### config.mk
export PLATFORM = sky130hd
export DESIGN_NAME = ert_ctrl
export DESIGN_NICKNAME = d
export VERILOG_FILES = /design/src/design/ert_pkg.sv /design/src/design/ert_ctrl.sv
export SDC_FILE = /design/constraint.sdc
export NUM_CORES = 1
export LEC_CHECK = 0
export ABC_CLOCK_PERIOD_IN_PS = 1500
export BUFFER_PORTS_ARGS = -buffer_cell sky130_fd_sc_hd__buf_4
export CAP_MARGIN = 15
export CORE_AREA = 2 2 39 41
export CTS_CLUSTER_DIAMETER = 100
export CTS_CLUSTER_SIZE = 16
export DETAILED_ROUTE_END_ITERATION = 10
export DIE_AREA = 0 0 41 43
export GPL_ROUTABILITY_DRIVEN = 0
export MAX_ROUTING_LAYER = met4
export PLACE_DENSITY_LB_ADDON = 0.3
export SYNTH_ARGS = -nofsm -noshare
export SYNTH_HDL_FRONTEND = slang
export SYNTH_SLANG_ARGS = --single-unit
### constraint.sdc
create_clock -name clk -period 1.5 [get_ports clk]
set_input_delay 0.15 -clock clk [delete_from_list [all_inputs] [get_ports clk]]
set_output_delay 0.15 -clock clk [all_outputs]
set_load 0.05 [all_outputs]
### src/design/ert_pkg.sv
// shared types and constants of the expiring relay table
package ert_pkg;

  localparam int KEY_W      = 256;
  localparam int WORD_W     = 64;
  localparam int HANDLE_W   = 32;
  localparam int NOW_W      = 63;
  localparam int EXPIRY_W   = 64;
  localparam int LIFETIME_W = 40;
  localparam int STATUS_W   = 2;
  localparam int CNT_OUT_W  = 7;

  localparam logic [LIFETIME_W-1:0] LIFETIME_RESET = 40'd900000000;

  typedef enum logic [1:0] {
    OP_INSERT = 2'd0,
    OP_LOOKUP = 2'd1,
    OP_EXPIRE = 2'd2,
    OP_CLEAR  = 2'd3
  } op_t;

  localparam logic [STATUS_W-1:0] ST_DONE    = 2'd0;
  localparam logic [STATUS_W-1:0] ST_PRESENT = 2'd1;
  localparam logic [STATUS_W-1:0] ST_FULL    = 2'd2;

  // accepted request item as held by the datapath
  typedef struct packed {
    op_t                 op;
    logic [KEY_W-1:0]    key;
    logic [HANDLE_W-1:0] tx_handle;
    logic [NOW_W-1:0]    now_us;
  } item_t;

  // controller to datapath
  typedef struct packed {
    logic load;
    logic scan_start;
    logic scan_step;
    logic clear;
    logic mark_present;
    logic mark_found;
    logic mark_full;
    logic insert;
    logic pop;
    logic emit;
  } cmd_t;

  // datapath to controller
  typedef struct packed {
    logic hit;
    logic scan_done;
    logic full;
    logic empty;
    logic head_expired;
    logic out_free;
  } stat_t;

endpackage

### src/design/ert_ctrl.sv
// sequencing state machine of the expiring relay table
module ert_ctrl import ert_pkg::*; (
  input  logic       clk,
  input  logic       rst,
  input  logic       req_valid,
  input  logic [1:0] req_op,
  output logic       req_ready,
  input  stat_t      st,
  output cmd_t       cmd
);

  typedef enum logic [2:0] {
    S_IDLE,
    S_SCAN,
    S_EXP_RD,
    S_EXP_CMP,
    S_DONE
  } state_t;

  state_t state, state_next;
  op_t    op_q;
  logic   accept;

  assign accept = req_valid && req_ready;

  always_comb begin
    state_next = state;
    cmd        = '0;
    unique case (state)
      S_IDLE: begin
        if (accept) begin
          cmd.load = 1'b1;
          unique case (op_t'(req_op))
            OP_INSERT, OP_LOOKUP: begin
              cmd.scan_start = 1'b1;
              state_next     = S_SCAN;
            end
            OP_EXPIRE: state_next = S_EXP_RD;
            OP_CLEAR: begin
              cmd.clear  = 1'b1;
              state_next = S_DONE;
            end
            default: state_next = S_DONE;
          endcase
        end
      end
      S_SCAN: begin
        cmd.scan_step = 1'b1;
        priority if (st.hit) begin
          cmd.mark_present = (op_q == OP_INSERT);
          cmd.mark_found   = (op_q == OP_LOOKUP);
          state_next       = S_DONE;
        end else if (st.scan_done) begin
          if (op_q == OP_INSERT) begin
            cmd.mark_full = st.full;
            cmd.insert    = !st.full;
          end
          state_next = S_DONE;
        end else begin
          // keep walking the held keys
          state_next = S_SCAN;
        end
      end
      S_EXP_RD: begin
        state_next = st.empty ? S_DONE : S_EXP_CMP;
      end
      S_EXP_CMP: begin
        if (st.head_expired) begin
          cmd.pop    = 1'b1;
          state_next = S_EXP_RD;
        end else begin
          state_next = S_DONE;
        end
      end
      S_DONE: begin
        if (st.out_free) begin
          cmd.emit   = 1'b1;
          state_next = S_IDLE;
        end
      end
      default: state_next = S_IDLE;
    endcase
  end

  always_ff @(posedge clk) begin
    if (rst) begin
      state     <= S_IDLE;
      req_ready <= 1'b1;
      op_q      <= OP_INSERT;
    end else begin
      state     <= state_next;
      req_ready <= (state_next == S_IDLE);
      if (accept) begin
        op_q <= op_t'(req_op);
      end
    end
  end

  // a pop is only ever ordered on a non-empty table
  a_pop_nonempty: assert property (@(posedge clk) disable iff (rst)
    cmd.pop |-> !st.empty) else $error("pop on empty table");

  // ready only in idle
  a_ready_idle: assert property (@(posedge clk) disable iff (rst)
    req_ready |-> state == S_IDLE) else $error("ready outside idle");

  // after a result is loaded into the output register the block is ready for the next item
  a_emit_ready: assert property (@(posedge clk) disable iff (rst)
    cmd.emit |=> req_ready) else $error("not ready after emit");

endmodule

Word-level counts from Yosys, hierarchy flattened
Cells that the tools add are included.
{"block": "word_totals", "ff_bits": 6, "inputBits": 11, "wordCells": 42}
{"block": "op_classes", "n_reduce_logical": 7, "muxes": 24, "n_eq_ne": 8}
{"op": "3-bit two-way mux", "count": 6}
{"op": "3-bit one-hot mux with 5 select lines", "count": 1}
{"op": "2-bit two-way mux", "count": 6}
{"op": "1-bit two-way mux", "count": 9}
{"op": "3-bit one-hot mux with 3 select lines", "count": 1}
{"op": "3-bit by 2-bit equality test with 1-bit output (second input constant)", "count": 2}
{"op": "3-bit zero test", "count": 2}
{"op": "2-bit by 1-bit equality test with 1-bit output (second input constant)", "count": 2}
{"op": "2-bit equality test (second input constant)", "count": 2}
{"op": "2-bit zero test", "count": 2}
{"op": "4-bit two-way mux", "count": 1}
{"op": "3-bit by 1-bit equality test with 1-bit output (second input constant)", "count": 1}
{"op": "3-bit equality test (second input constant)", "count": 1}
{"op": "2-bit OR reduction", "count": 1}
{"op": "1-bit logical AND", "count": 1}
{"op": "1-bit zero test", "count": 1}

Depth between registers and ports, before layout
Gate-level depths: netlist (run 1).
{"block": "depth", "depth_word": 6, "ltp_mapped": 6, "ltp_nobuf": 5}

Least setup slack after synthesis (run 1)
Ideal clock, no wire load.
{"block": "synth_path", "path_type": "register to register", "startpoint": "reg req_ready", "endpoint": "reg req_ready", "setup_slack_ns": -1.285, "path_buffers": 0, "t_required_ns": 1.368, "arrival_ns": 2.654, "stages_incl_launch_ff": 6, "cell_sequence": "dfxtp_1 nand2_1 nor4_2 and2b_1 a22o_2 a211oi_2"}
{"block": "synth_between", "elab_chain_cells": 4}
{"element": "from (decl)", "line": "ert_ctrl.sv:7", "rtl": "output logic req_ready,"}
{"element": "from (signal assigned)", "line": "ert_ctrl.sv:92", "rtl": "req_ready <= (state_next == S_IDLE);"}
{"element": "1-bit logical AND", "line": "ert_ctrl.sv:24", "rtl": "assign accept = req_valid && req_ready;"}
{"element": "3-bit two-way mux", "line": "ert_ctrl.sv:31", "rtl": "if (accept) begin"}
{"element": "3-bit one-hot mux with 5 select lines", "line": "ert_ctrl.sv:29", "rtl": "unique case (state)"}
{"element": "3-bit zero test", "line": "ert_ctrl.sv:92"}
No other way between the ends.
A chain may end at the register's enable or synchronous reset.

==> results of run 1 <==
-- critical path, stage by stage, from the launching register on --
cell,delay [ns]
dfxtp_4,0.34
buf_6,0.11
nor4_4,0.34
and3_4,0.26
buf_8,0.14
-- layout by cell type (no fill, tap or decap), types with 2 or more instances in the layout --
cell type / Yosys / routed
nand3_1: 2 / 2
nand2_1: 8 / 7
a21oi_1: 2 / 2
buf_6: 1 / 5
nand2b_1: 2 / 2
buf_4: 0 / 21
dfxtp_4: 0 / 2
buf_8: 0 / 3
nor2b_1: 3 / 3
nor2_1: 5 / 5
nor4_4: 0 / 2
dfxtp_1: 6 / 2
and2_1: 2 / 2
and3_1: 2 / 2
clkbuf_4: 0 / 3
dfxtp_2: 0 / 2
-- flip-flops by register name, indices dropped and copies added, names as in the netlist --
register and count:
op_q 2, state 3, req_ready 1
-- kinds of logic (layout without fill, tap and decap cells) --
kind of cell           count (synthesis)  in the layout
DFF                                    6              6
buffers and inverters                  2             34
and+or+nand+nor                       32             32
AOI/OAI and AO/OA                     10             10
-- report_power, final --
group          total (mW)  switching (mW)  internal, mW
logic               0.299           0.161         0.138
registers           0.211          0.0298         0.181
clock network       0.161          0.0603         0.101
-- path summary, 6_finish.rpt --
path,startpoint,to,slack [ns],cells past startpoint
hold reg to reg,op_q[0],op_q[0],0.48,2
setup reg to reg,state[1],req_ready,0.06,6
hold / removal,rst,op_q[0],0.08,2
setup / recovery,state[1],cmd[6],-0.09,4
-- metal layers --
layer,share of wire [%],vias to the layer above
met1,38,221
met2,55,15
met5,0,-
met4,2.6,0
li1,-,246
met3,4.0,4
-- cell type report --
class | count | area (um^2)
timing repair buffer | 29 | 259
tap | 16 | 20.0
inverter | 1 | 3.75
clock buffer | 4 | 26.3
multi-input combinational | 42 | 317
fill | 131 | 628
sequential | 6 | 130
-- timing repair --
| item | 4_1_cts | 5_1_grt |
|---|---|---|
| setup endpoints to repair | 6 | 8 |
| pin swaps | 2 | 0 |
| hold buffers | 0 | 0 |
| gates resized for setup | 14 | 2 |
| setup buffers | 3 | 1 |
-- through the flow --
step | setup WS, ns | setup TNS, ns | power (mW) | util (%) | hold slack (ns)
6_report | -0.0915 | -0.184 | 0.671 | 54.6 | 0.0818
3_5_place_dp | 0.0677 | 0 | 0.474 | 46.7 | 0.345
4_1_cts | -0.0984 | -0.206 | 0.674 | 53.7 | 0.0743
2_1_floorplan | -0.518 | -2.26 | 0.388 | - | 0.219
3_3_place_gp | 0.115 | 0 | 0.471 | 46.7 | 0.342
5_1_grt | -0.168 | -0.686 | 0.717 | 54.6 | 0.0732
==> qor.txt, run 1 <==
Status: finished, violations left
Failing checks: negative setup slack
Most numerous cell in the Yosys netlist: nand2_1
DR iter-0 viols: 9
Vias per cell: 4.96
CTS tree: done
Die ar.: 1760 um^2
Drt total wl: 1120 um
Critical Path Fanout Max: 4
CTS clk-pin slew, worst paths: 0.05 ns
Area grow syn2layout: 85.3%
GRT overflow: 0
F_max: 628 MHz
CTS Buffer Depth: 2
Met3 usage: 1.57%
Vias in the first global route: 428
Layout Nets: 94
CTS Sinks: 6
Die width: 41 um
Grt peak-use layer: met2
Initial antenna violation count: 0
RSZ-0062 raised after global routing: true
Final period util: 106%
Fin area: 756 um^2
Layout cell share with drive strength beyond 1: 56.1%
Mapped cell area: 408 um^2
Final instance count without filler cells: 98
Final Skew: 0.00805 ns
Worst vdd ir: 0.000492 V
Main combinational cell family by area after synthesis: simple AND/OR/NAND/NOR gates
Arrival time worst endpoint: 1.44 ns
Met2 Use GR: 25.9%
Htree depth: 1
Final setup vio count: 5
Startpoint Class: flop
Warnings, synthesis: 0
Placed Cells: 90
Endpoints failing hold: 0
Number of top-level pins: 22
I/O Buffers: 21
WS Path Type: reg -> out
GRT Total Usage: 16.0%
Mapped Avg Cell Area: 8.16 um^2
N_diodes: 0
Hold Path Class: in -> reg
Post-synth EDFFs: 0
Relative slew slack: 76.7%
First-pass GRT wire length: 1810 um
Main flop type after synthesis: dfxtp_1
Root Driver: clkbuf_4
CORE AREA: 1380 um^2
Tmin final: 1.59 ns
Via count: 486
Area leader, netlist: dfxtp_1
Most area-consuming cells after synthesis: dfxtp_1, nand2_1, nor2_1
Synthesized instance count: 50
Compound-Gate Fraction of Synth Area: 20.6%
Clk Latency, worst-skew pair: 0.25 ns
Ys async rst share: 0%
Worst setup EP type: output pin
Num rows: 14
Worst endpoint required time: 1.35 ns
Max-slew violation count: 0
Number of CTS-inserted buffers: 3
Max-cap violation count: 0
Post-synthesis sequential area ratio: 29.4%
Leakage power: 0.335 nW
Yosys cell types: 26
Initial Util: 29.5%
Yosys reg bits: 6
Post-synth top cells: nand2_1, dfxtp_1, nor2_1
Placed cell area: 646 um^2
Setup ws final: -0.0915 ns
Drt drc: 0
Met1 Use GR: 16.5%
WL per Instance: 11.4 um
Die Ht: 43 um
Simple-Gate Fraction of Synth Area: 46.3%
Largest net degree at the start of global routing: 11
Post-Synth XOR/XNOR Area: 0%
Post-Syn Nets: 61
ANT nets after route: 0
Share of the synthesized area in the top cell type: 29.4%
Power per cell area: 888 nW/um^2
Multiplexer share of the synthesized area: 0%
Worst Tran Pin Value: 0.348 ns
Post-Synth Adder-Cell Area: 0%
1st-pass router iterations: 4
No activity file was read; power rests on OpenSTA's default activity.
==> run 2, diff against run 1 <==
--- a/config.mk
+++ b/config.mk
@@ -8,3 +8,3 @@
 export ABC_CLOCK_PERIOD_IN_PS = 1500
-export BUFFER_PORTS_ARGS = -buffer_cell sky130_fd_sc_hd__buf_4
+export BUFFER_PORTS_ARGS = -buffer_cell sky130_fd_sc_hd__buf_2
 export CAP_MARGIN = 15
@@ -18,2 +18,3 @@
 export PLACE_DENSITY_LB_ADDON = 0.3
+export RECOVER_POWER = 50
 export SYNTH_ARGS = -nofsm -noshare
==> constraint.sdc (replaced) <==
create_clock -name clk -period 1.5 [get_ports clk]
set_input_delay 0.075 -clock clk [delete_from_list [all_inputs] [get_ports clk]]
set_output_delay 0.075 -clock clk [all_outputs]
set_load 0.05 [all_outputs]
==> run 2 against run 1 <==
Compared with the run above: the run now ends clean; global-route usage is 0.93 points lower; combinational power is 14% lower; first-iteration DRC count is 22% higher; die area stayed put; wire length is 7.9% lower; sequential power is 2% higher; non-clock buffer count is 1 lower; maximum frequency is 11% higher; register-to-register slack better by 0.02 ns; total power is 5.4% lower; via count is 2.7% lower.
==> qor.txt, run 2 (synthesized netlist as in run 1, its figures left out) <==
Worst Tran Pin Value: 0.282 ns
Total Power: 0.635 mW
Most common cell after layout, fill and taps aside: buf_2
Power per cell area: 907 nW/um^2
DP HPWL: 834 um
Worst setup EP type: output pin
Hold Path Depth: 2
Startpoint Class: flop
Filler Cells Inserted: 130
Setup WS pre-CTS: -0.0219 ns
Largest reg by FF count: state
Largest stage delay, worst path: 0.37 ns
Clk Latency, worst-skew pair: 0.24 ns
CP top delay family: simple AND/OR/NAND/NOR gates
Tmin final: 1.43 ns
Worst Path Buf+Inv: 1
Status: finished, final reports clean
Crit path depth: 4
RSZ-0062 raised after global routing: true
R2R Path Start: state[1]
Number of top-level pins: 22
Worst vdd ir: 0.000428 V
Worst Setup EP: cmd[6]
CTS clk-pin slew, worst paths: 0.05 ns
Critical Path Fanout Max: 4
Register area: 133 um^2
Most frequent cells in the layout: buf_2, buf_4, nand2_1
Layout Nets: 93
Vias per cell: 4.88
CTS Sinks: 6
Die Ht: 43 um
Largest net degree at the start of global routing: 10
Max-cap violation count: 0
Drt drc: 0
Placed cell area: 593 um^2
Endpoints failing hold: 0
GRT overflow: 0
Root Driver: clkbuf_4
Arrival time worst endpoint: 1.36 ns
Initial antenna violation count: 0
Fin area: 701 um^2
Drt total wl: 1030 um
Worst r2r dst: req_ready
Setup ws final: 0.0658 ns
First-pass GRT wire length: 1730 um
F_max: 697 MHz
Max-slew violation count: 0
Max reg flops: 3
Critical Path Source: req_ready
Placed Cells: 90
Cell Chain, Critical Path: nand2_4 > nor4_4 > and3_4 > buf_8
Leakage power: 0.314 nW
ANT nets after route: 0
Final setup vio count: 0
R2R cell count: 7
Final Skew: 0.00744 ns
WL per Instance: 10.6 um
WS Path Type: reg -> out
Die ar.: 1760 um^2
Htree depth: 1
Num rows: 14
GRT Total Usage: 15.1%
Relative slew slack: 81.1%
Worst endpoint required time: 1.42 ns
Die width: 41 um
CORE AREA: 1380 um^2
R2r setup slk: 0.08 ns
Initial Util: 29.5%
DR iter-0 viols: 11
Hold Path Class: in -> reg
Slowest CP cell: dfxtp_4
Final period util: 95.6%
Via count: 473
Number of CTS-inserted buffers: 3
I/O Buffers: 21
Biggest regs: state: 3 flops, op_q: 2 flops, req_ready: 1 flops
Final instance count without filler cells: 97
Area grow syn2layout: 71.8%
CTS tree: done
N_diodes: 0
Vias in the first global route: 420
Multi-input gate area: 333 um^2
Layout cell share with drive strength beyond 1: 56.8%
CTS Buffer Depth: 2
1st-pass router iterations: 4
==> run 2: cell types whose count changed in the layout (fill, tap and decap cells not counted), moves of 2 or more <==
cell   previous run  this run
buf_4            21         9
buf_6             5         2
buf_8             3         1
buf_2             0        16
==> run 2: per-layer routing <==
layer	track usage, %	vias to the layer above	wire (um)
met3	3.14	2	38
met2	23.4	13	558
met5	-	-	0
met1	16.2	210	420
li1	-	248	-
met4	10.0	0	14
==> run 2: worst min path at each step <==
| stage | startpoint | to | slack (ns) |
|---|---|---|---|
| 2_1_floorplan | rst | op_q[0] | 0.14 |
| 3_3_place_gp | rst | op_q[1] | 0.29 |
| 3_5_place_dp | rst | op_q[0] | 0.29 |
| 4_1_cts | rst | op_q[0] | 0.04 |
| 5_1_grt | rst | op_q[0] | 0.04 |
| 6_report | rst | op_q[0] | 0.05 |
==> run 2: layout make-up <==
cell class	instances	share of cell area, %
Inverter	1	0.536
Multi-Input combinational cell	42	47.5
Timing Repair Buffer	28	26.4
Tap cell	16	2.86
Sequential cell	6	18.9
Clock buffer	4	3.75
==> run 2: timing repair <==
item,4_1_cts,5_1_grt
resized for setup,14,3
hold buffers,0,0
cloned,0,0
setup endpoints to repair,6,6
pin swaps,3,2
setup buffers,2,1
==> run 2: where the power goes <==
| part | internal [mW] | switching [mW] |
|---|---|---|
| sequential | 0.181 | 0.0346 |
| combinational | 0.105 | 0.154 |
| clock | 0.101 | 0.0605 |
| total | 0.386 | 0.249 |
==> run 2: through the flow <==
stage | hold slack [ns] | TNS (ns) | utilization (%)
after global routing | 0.0404 | -0.00179 | 50.6
final | 0.0453 | 0 | 50.6
after floorplan | 0.144 | -2.07 | -
after CTS | 0.0375 | -0.0536 | 49.5
after global placement | 0.285 | 0 | 42.9
after detailed placement | 0.294 | -0.0397 | 42.9
==> run 3, diff against run 2 <==
Settings changed: CELL_PAD_IN_SITES_DETAIL_PLACEMENT set to 0, CELL_PAD_IN_SITES_GLOBAL_PLACEMENT set to 2, CORE_AREA 2 2 39 41 to not set, CORE_MARGIN set to 2, CORE_UTILIZATION set to 21, DIE_AREA 0 0 41 43 to not set, TNS_END_PERCENT set to 5.
==> run 3 against run 2 <==
Compared with the run above: global-route usage decreased by 3.3 points; critical endpoint unchanged; clock power is 2% higher; sequential share of layout area down 0.26 points; wire length grew 8.9%; cell count is 8.2% higher; largest cell class unchanged; critical path depth unchanged; total power rose by 1.5%; register-to-register slack improved by 0.02 ns; largest power group unchanged; sequential cell count stayed put; maximum frequency down 3.5%.
==> qor.txt, run 3 (synthesized netlist as in run 1, its figures left out) <==
Top Metal Used: met4
Number of top-level pins: 22
DR WL met3: 86 um
Tmin final: 1.49 ns
Worst endpoint required time: 1.42 ns
Cell Chain, Critical Path: nand2_4 > nor4_4 > and3_4 > buf_8
Power per cell area: 925 nW/um^2
Most frequent cells in the layout: buf_2, nand2_1, buf_4
Die Ht: 48.1 um
Leakage power: 0.310 nW
Initial antenna violation count: 0
Max-slew violation count: 0
Area grow syn2layout: 70.9%
Vias per cell: 4.48
WL met1: 526 um
CTS Buffer Depth: 2
Die width: 48.1 um
Worst Tran Pin Value: 0.322 ns
Root Driver: clkbuf_4
Relative slew slack: 78.5%
Endpoints failing hold: 0
Initial Util: 22.9%
First-pass GRT wire length: 1750 um
Num rows: 15
Biggest regs: state: 3 flops, op_q: 2 flops, req_ready: 1 flops
Status: finished, final reports clean
DP HPWL: 855 um
Via count: 470
Hold Path Origin: rst
Drt total wl: 1120 um
Final period util: 99.1%
Worst setup EP type: output pin
CTS Sinks: 6
Post-layout util: 39.1%
Largest stage delay, worst path: 0.35 ns
Largest reg by FF count: state
Htree depth: 1
Slowest CP cell: dfxtp_4
Worst vdd ir: 0.000523 V
WS Path Type: reg -> out
Drt drc: 0
Met2 WL: 490 um
Clk Latency, worst-skew pair: 0.25 ns
Most common cell after layout, fill and taps aside: buf_2
1st-pass router iterations: 4
Layout Nets: 92
GRT Total Usage: 11.7%
Setup TNS: 0 ns
Max reg flops: 3
CORE AREA: 1780 um^2
Number of CTS-inserted buffers: 3
Arrival time worst endpoint: 1.41 ns
GRT overflow: 0
CTS tree: done
Max-cap violation count: 0
Layout cell share with drive strength beyond 1: 55.0%
Largest net degree at the start of global routing: 11
Hold Path Class: in -> reg
Final Skew: 0.0118 ns
Startpoint Class: flop
CTS clk-pin slew, worst paths: 0.06 ns
Critical Path Source: req_ready
Vias in the first global route: 418
ANT nets after route: 0
Critical Path Fanout Max: 4
RSZ-0062 raised after global routing: true
Die ar.: 2310 um^2
DR iter-0 viols: 11
N_diodes: 0
WL per Instance: 10.7 um
R2R Path Start: req_ready
Final setup vio count: 0
F_max: 673 MHz
I/O Buffers: 21
-- run 3: changes by cell type in the layout (fill, tap and decap cells not counted), sizes merged --
| cell | before | now |
|---|---|---|
| buf | 28 | 27 |
-- run 3: per-stage QoR --
step / setup slack, ns / area, um^2 / hold slack [ns] / power, mW / instances
2_1_floorplan: -0.518 / 437 / 0.144 / 0.384 / 50
3_5_place_dp: -0.00626 / 569 / 0.287 / 0.437 / 96
4_1_cts: -0.00892 / 681 / 0.0179 / 0.636 / 103
6_report: 0.0132 / 697 / 0.0276 / 0.644 / 105
5_1_grt: -0.0383 / 697 / 0.0313 / 0.675 / 105
3_3_place_gp: -0.0195 / 569 / 0.285 / 0.439 / 96
-- run 3: routing by layer --
| metal | global-route usage, % | vias to the layer above |
|---|---|---|
| met5 | - | - |
| met4 | 9.73 | 0 |
| met3 | 2.26 | 2 |
| met2 | 17.9 | 18 |
| met1 | 12.9 | 207 |
| li1 | - | 243 |
-- run 3: worst paths after layout --
kind,to,slack (ns),cells past startpoint
max reg2reg,req_ready,0.10,6
max,cmd[6],0.01,4
min,op_q[0],0.03,2
min reg2reg,op_q[0],0.51,2
-- run 3: cell type report --
cell class | count | area, um^2
clock buffer | 4 | 26.3
tap | 25 | 31.3
sequential | 6 | 130
fill | 190 | 1090
inverter | 1 | 3.75
timing repair buffer | 27 | 185
multi-input combinational | 42 | 320
-- run 3: timing repair --
item	CTS	global route
resized for setup	17	1
gates cloned	0	0
setup buffers	3	2
setup endpoints to repair	5	6
pin swaps	4	4
hold buffers	0	0
-- run 3: power by group --
group / internal [mW] / switching, mW
logic: 0.112 / 0.156
clock network: 0.101 / 0.0641
registers: 0.182 / 0.0300
-- run 3: critical path: cells and delay by family (launching register included) --
| family | cells | cell delay (ns) |
|---|---|---|
| DFF | 1 | 0.35 |
| and+or+nand+nor | 3 | 0.67 |
| buffers and inverters | 1 | 0.14 |
